**config.mk**
```make
export PLATFORM = sky130hd
export DESIGN_NAME = mtg_ctrl
export DESIGN_NICKNAME = d
export VERILOG_FILES = /design/src/design/mtg_pkg.sv /design/src/design/mtg_ctrl.sv
export SDC_FILE = /design/constraint.sdc
export NUM_CORES = 1
export LEC_CHECK = 0
export BUFFER_PORTS_ARGS = -buffer_cell sky130_fd_sc_hd__buf_4
export CAP_MARGIN = 15
export CORE_AREA = 5 5 42 44
export CTS_BUF_LIST = sky130_fd_sc_hd__clkbuf_8
export CTS_CLUSTER_DIAMETER = 150
export DETAILED_ROUTE_END_ITERATION = 7
export DIE_AREA = 0 0 47 49
export HOLD_SLACK_MARGIN = 0.12
export PLACE_DENSITY = 0.66
export SYNTH_ARGS = -nofsm -noshare
export SYNTH_HDL_FRONTEND = slang
export SYNTH_SLANG_ARGS = --single-unit
```
**constraint.sdc**
```tcl
create_clock -name clk -period 1.5 [get_ports clk]
set_input_delay 0.3 -clock clk [delete_from_list [all_inputs] [get_ports clk]]
set_output_delay 0.3 -clock clk [all_outputs]
set_load 0.01 [all_outputs]
```
**src/design/mtg_pkg.sv**
```systemverilog
// Shared constants, types and the tempering function of the MT19937 generator.
package mtg_pkg;

	localparam int unsigned TableLen = 624;
	localparam int unsigned ShiftOfs = 397;
	localparam int unsigned IdxW     = $clog2(TableLen);
	localparam int unsigned WordW    = 32;

	localparam logic [IdxW-1:0] IdxLast  = IdxW'(TableLen - 1);
	localparam logic [IdxW-1:0] FarSplit = IdxW'(TableLen - ShiftOfs);
	localparam logic [IdxW-1:0] FarFwd   = IdxW'(ShiftOfs);

	localparam logic [WordW-1:0] InitMult  = 32'd1812433253;
	localparam logic [WordW-1:0] UpperMask = 32'h8000_0000;
	localparam logic [WordW-1:0] LowerMask = 32'h7fff_ffff;
	localparam logic [WordW-1:0] MatrixA   = 32'h9908_b0df;
	localparam logic [WordW-1:0] TemperB   = 32'h9d2c_5680;
	localparam logic [WordW-1:0] TemperC   = 32'hefc6_0000;
	localparam logic [WordW-1:0] SeedReset = 32'd5489;

	typedef enum logic [3:0] {
		S_FILL_SEED,
		S_FILL_MUL,
		S_FILL_ADD,
		S_IDLE,
		S_RD_CUR,
		S_RD_NXT,
		S_RD_FAR,
		S_CALC,
		S_DELIVER
	} mtg_state_t;

	typedef enum logic [1:0] {
		RA_CUR,
		RA_NXT,
		RA_FAR
	} mtg_rd_sel_t;

	typedef struct packed {
		logic        fill_start;
		logic        fill_reset_seed;
		logic        fill_mul;
		logic        fill_add;
		logic        rd_en;
		mtg_rd_sel_t rd_sel;
		logic        cap_cur;
		logic        cap_nxt;
		logic        calc;
		logic        load_out;
	} mtg_cmd_t;

	typedef struct packed {
		logic            fill_last;
		logic [IdxW-1:0] idx;
	} mtg_sts_t;

	function automatic logic [WordW-1:0] temper(input logic [WordW-1:0] w);
		logic [WordW-1:0] y;
		y = w;
		y = y ^ (y >> 11);
		y = y ^ ((y << 7) & TemperB);
		y = y ^ ((y << 15) & TemperC);
		y = y ^ (y >> 18);
		return y;
	endfunction

endpackage

```
**src/design/mtg_ctrl.sv**
```systemverilog
// Sequencer of the MT19937 generator: fill, twist-and-read steps, output valid.
module mtg_ctrl (
	input  logic            clk,
	input  logic            arst_n,
	input  logic            in_valid,
	output logic            in_stall,
	input  logic            reseed,
	output logic            out_valid,
	input  logic            out_stall,
	input  mtg_pkg::mtg_sts_t sts,
	output mtg_pkg::mtg_cmd_t cmd,
	output mtg_pkg::mtg_state_t state
);
	import mtg_pkg::*;

	mtg_state_t state_q, state_d;
	logic       boot_q;
	logic       out_valid_q;
	logic       out_free;

	assign out_free  = !out_valid_q || !out_stall;
	assign in_stall  = (state_q != S_IDLE);
	assign out_valid = out_valid_q;
	assign state     = state_q;

	always_ff @(posedge clk or negedge arst_n) begin
		if (!arst_n) begin
			state_q     <= S_FILL_SEED;
			boot_q      <= 1'b1;
			out_valid_q <= 1'b0;
		end else begin
			state_q <= state_d;
			if (state_q == S_FILL_SEED)
				boot_q <= 1'b0;
			if (cmd.load_out)
				out_valid_q <= 1'b1;
			else if (!out_stall)
				out_valid_q <= 1'b0;
		end
	end

	always_comb begin
		state_d = state_q;
		cmd     = '0;
		cmd.rd_sel = RA_CUR;
		unique case (state_q)
			S_FILL_SEED: begin
				cmd.fill_start      = 1'b1;
				cmd.fill_reset_seed = boot_q;
				state_d             = S_FILL_MUL;
			end
			S_FILL_MUL: begin
				cmd.fill_mul = 1'b1;
				state_d      = S_FILL_ADD;
			end
			S_FILL_ADD: begin
				cmd.fill_add = 1'b1;
				state_d      = sts.fill_last ? S_IDLE : S_FILL_MUL;
			end
			S_IDLE: begin
				if (in_valid)
					state_d = reseed ? S_FILL_SEED : S_RD_CUR;
			end
			S_RD_CUR: begin
				cmd.rd_en  = 1'b1;
				cmd.rd_sel = RA_CUR;
				state_d    = S_RD_NXT;
			end
			S_RD_NXT: begin
				cmd.rd_en   = 1'b1;
				cmd.rd_sel  = RA_NXT;
				cmd.cap_cur = 1'b1;
				state_d     = S_RD_FAR;
			end
			S_RD_FAR: begin
				cmd.rd_en   = 1'b1;
				cmd.rd_sel  = RA_FAR;
				cmd.cap_nxt = 1'b1;
				state_d     = S_CALC;
			end
			S_CALC: begin
				cmd.calc = 1'b1;
				state_d  = S_DELIVER;
			end
			S_DELIVER: begin
				// result waits here while the previous item is still held downstream
				if (out_free) begin
					cmd.load_out = 1'b1;
					state_d      = S_IDLE;
				end
			end
			default: state_d = S_IDLE;
		endcase
	end

endmodule

```
== After elaboration in Yosys (flattened, before gate mapping) ==
Cells that the tools add are included.

* Bits in writable memories: 0
* Bits of input ports: 16
* Memories: 0
* Bits in latches: 0
* Output and inout bits: 17
* Flip-flop bits (word level): 6
* Memory bits (read-only): 0

* Multipliers: 0
* Shift operators: 0
* Add/subtract/negate cells: 0
* Divide/modulo/power cells: 0
* Mux-type cells: 16
* Equality and inequality tests: 12
* $lt $le $gt $ge: 0
* Bitwise logic cells: 0
* Reductions and logical operators: 5

{| class="wikitable"
|+ Operators with widths
! cell !! number
|-
| $pmux W4 S9 || 1
|-
| $eq A4 B3 Y1 const B || 4
|-
| $mux W1 || 9
|-
| $pmux W3 S3 || 1
|-
| $eq A4 B2 Y1 const B || 2
|-
| $mux W4 || 2
|-
| $eq A4 B1 Y1 const B || 1
|-
| $eq A4 B4 Y1 const B || 1
|-
| $logic_not A4 Y1 || 1
|-
| $mux W2 || 2
|-
| $ne A2 B2 Y1 const B || 2
|-
| $ne A4 B2 Y1 const B || 1
|-
| $mux W3 || 1
|-
| $logic_not A1 Y1 || 2
|-
| $ne A2 B1 Y1 const B || 1
|-
| $reduce_and A2 Y1 || 1
|-
| $logic_or A1 B1 Y1 || 1
|}

== Depth between registers and ports, before layout ==
* Depth in word-level cells: 5
* Mapped depth: 4
* Depth with buffers taken out: 3

== Least setup slack after synthesis ==
Ideal clock, no wire load.

* Path type: register to output
* Start point: reg state_q[2], in the netlist state[2]
* End point: out cmd[9] in the netlist's numbering
* Data required time: 1.200 ns
* Cell stages (with the launch flop): 4
* Data arrival time: 1.331 ns
* Setup slack: -0.131 ns
* Buffers on the path: 1
* Cell sequence: dfrtp_1 clkbuf_1 nor4_1 and2_1

{| class="wikitable"
|+ RTL lines
! what !! RTL line !! text
|-
| from (decl) || mtg_ctrl.sv:16 || <nowiki>mtg_state_t state_q, state_d;</nowiki>
|-
| from (signal assigned) || mtg_ctrl.sv:32 || <nowiki>state_q <= state_d;</nowiki>
|-
| to (decl) || mtg_ctrl.sv:11 || <nowiki>output mtg_pkg::mtg_cmd_t cmd,</nowiki>
|}

==> qor.csv <==
metric,value,unit
status,finished with violations,
failing checks,setup timing,
Num Clock Sinks,6,
Internal,850,uW
Tmin final,1.70,ns
LEAKAGE,0.000342,uW
Critical Path Start Type,register,
final instance area,687,um^2
core area,0.00140,mm^2
required time of the critical path,1.20,ns
RSZ-0062 raised after global routing,yes,
Adder-Cell Fraction of Synth Area,0,%
via count,414,
CTS Root Cell,clkbuf_8,
row cnt,14,
Vias/cell,4.60,
worst hold slack,0.332,ns
register area share after synthesis,45.3,%
complex-gate fraction of the synthesized area,13.9,%
mux cell area share after synthesis,0,%
relative slew slack,86.7,%
synthesis-to-finish area growth,106,%
non-filler instance count after layout,90,
syn_area_per_cell,8.35,um^2
Synth cell types,20,
worst skew pair latency,0.22,ns
cts bufs inserted,3,
Synth Instances,40,
"top cells by area, synth","dfrtp_1, dfstp_2, nand2_1, nor2_1, or4b_1",
H-tree Lvls,1,
"Worst Path Class, Setup",reg2out,
max-slew violation count,0,
clock skew,0.00202,ns
dpl cells,82,
placed cell area,568,um^2
combinational fraction of design power,64.3,%
Final period util,113,%
Die Span Y,49,um
DRT iter0 DRCs,4,
die area,0.00230,mm^2
final hold viol count,0,
number of global-route vias before repair,432,
gpl congestion,0.696,
min setup slack post-route,-0.198,ns
I/O pins,33,
crit path max fanout,3,
TritonRoute pass-1 iters,2,
crit path DAT,1.40,ns
initial antenna violation count,0,
Post-Syn Area,334,um^2
ANT nets after route,0,
sequential share of power,18.1,%
pre-CTS setup slack,0.0168,ns
GRT overflow,0,
wire per inst,13.2,um
Synth warnings,0,
Synth Net Count,56,
layout cell share with drive strength beyond 1,60.8,%
Starting Density,23.8,%
# port buffers,22,
total of max-cap violations,0,
Critical Path Sink Type,output port,
Worst-Margin Slew,0.198,ns
largest net degree at the start of global routing,12,
first-pass GRT wire length,1880,um
Ant. Diodes,0,
PwrDens,2070,mW/mm^2
Final Setup Violations,10,
cell taking the most area after synthesis,dfrtp_1,
switching pwr,570,uW
worst vdd ir,0.784,mV
# DRC,0,
Die Width,47,um
Total GRT Usage,11.5,%
WL final,1190,um
clock share of power,17.6,%
nets,91,
XOR/XNOR Fraction of Synth Area,0,%
main combinational cell family by area after synthesis,simple AND/OR/NAND/NOR gates,
dpl hpwl,852,um
CTS tree,done,
sw frac,40.2,%
Synth top area share,37.5,%
min-delay worst type,in2reg,
clk slew on worst S/H paths,0.04,ns
Synth Register Bits,6,
CTS max path bufs,2,
Peak Freq,589,MHz
Simple-Gate Fraction of Synth Area,36.3,%
worst paths after layout:
path	slack, ns	startpoint	endpoint	depth (start not counted)
max	-0.20	state[0]$_DFFE_PN0P_	cmd[0]	3
min	0.33	reseed	state[2]$_DFFE_PN0P_	3
max reg2reg	0.10	state[0]$_DFFE_PN0P_	state[1]$_DFFE_PN0P_	4
min reg2reg	0.48	boot_q$_DFFE_PN1P_	boot_q$_DFFE_PN1P_	1
max in group asynchronous	0.88	arst_n	boot_q$_DFFE_PN1P_	2
min in group asynchronous	0.42	arst_n	state[1]$_DFFE_PN0P_	2
final cells by class:
| class | count | area (um^2) |
|---|---|---|
| inverters | 1 | 6.26 |
| multi-input cells | 31 | 209 |
| flip-flops and latches | 6 | 153 |
| clock inverters | 1 | 3.75 |
| well taps | 16 | 20.0 |
| clock buffers | 3 | 41.3 |
| repair buffers | 32 | 254 |
| fillers | 126 | 714 |
synth_stat cells:
master / n
a21oi_1: 3
a31oi_1: 2
and2_1: 1
buf_4: 1
clkbuf_1: 1
dfrtp_1: 5
dfstp_2: 1
inv_1: 1
nand2_1: 6
nand2_2: 1
nor2_1: 6
nor2b_1: 1
nor3_1: 2
nor4_1: 1
o21ai_0: 1
o21bai_1: 1
o22ai_1: 1
or2b_1: 2
or3_1: 1
or4b_1: 2
per-stage QoR:
stage / util [%] / total power (uW) / setup TNS, ns
floorplan: - / 632 / 0
global placement: 40.5 / 1000 / 0
detailed placement: 40.5 / 1020 / 0
CTS: 47.3 / 1370 / -1.03
global route: 49.0 / 1530 / -1.68
finish: 49.0 / 1420 / -1.05
worst max-delay path, cell delays in order, from the launching register on:
cell and delay [ns]:
dfrtp_2 0.41, or4b_4 0.53, a21oi_2 0.11, buf_4 0.12
routing by layer:
layer | global-route usage (%) | vias up | part of all wire [%]
li1 | - | 206 | -
met1 | 11.2 | 195 | 36
met2 | 19.0 | 11 | 56
met3 | 7.75 | 2 | 6.9
met4 | 3.69 | 0 | 1.3
met5 | 0 | - | 0
sequential cells by signal (all words and copies together), names as in the netlist:
signal,flops
state,4
boot_q,1
out_valid,1
cell families after synthesis:
logic type / Yosys count
and+or+nand+nor: 23
AOI/OAI and AO/OA: 8
DFF: 6
buffers and inverters: 3
layout by cell type, fill, tap and decap left out, types with 2 or more instances in the layout:
cell	count
a21oi_2	2
a31oi_1	2
buf_4	28
buf_6	3
clkbuf_8	3
dfrtp_1	4
nand2_1	5
nor2_1	5
or2b_1	2
power groups by stage:
| stage | combinational (uW) | clock, uW | sequential (uW) |
|---|---|---|---|
| after floorplan | 313 | 0 | 319 |
| after global placement | 750 | 0 | 254 |
| after detailed placement | 760 | 0 | 258 |
| after CTS | 860 | 256 | 251 |
| after global routing | 988 | 272 | 265 |
| final | 913 | 250 | 257 |
repair_timing:
item                                    CTS  global route
gates cloned                              0             0
buffers inserted                          3             0
hold buffers                              1             0
pin swaps                                 3             0
hold endpoints to repair                  6             0
resized for setup                         4             7
endpoints found under the setup margin   10            12
(Power assumes the default switching activity.)
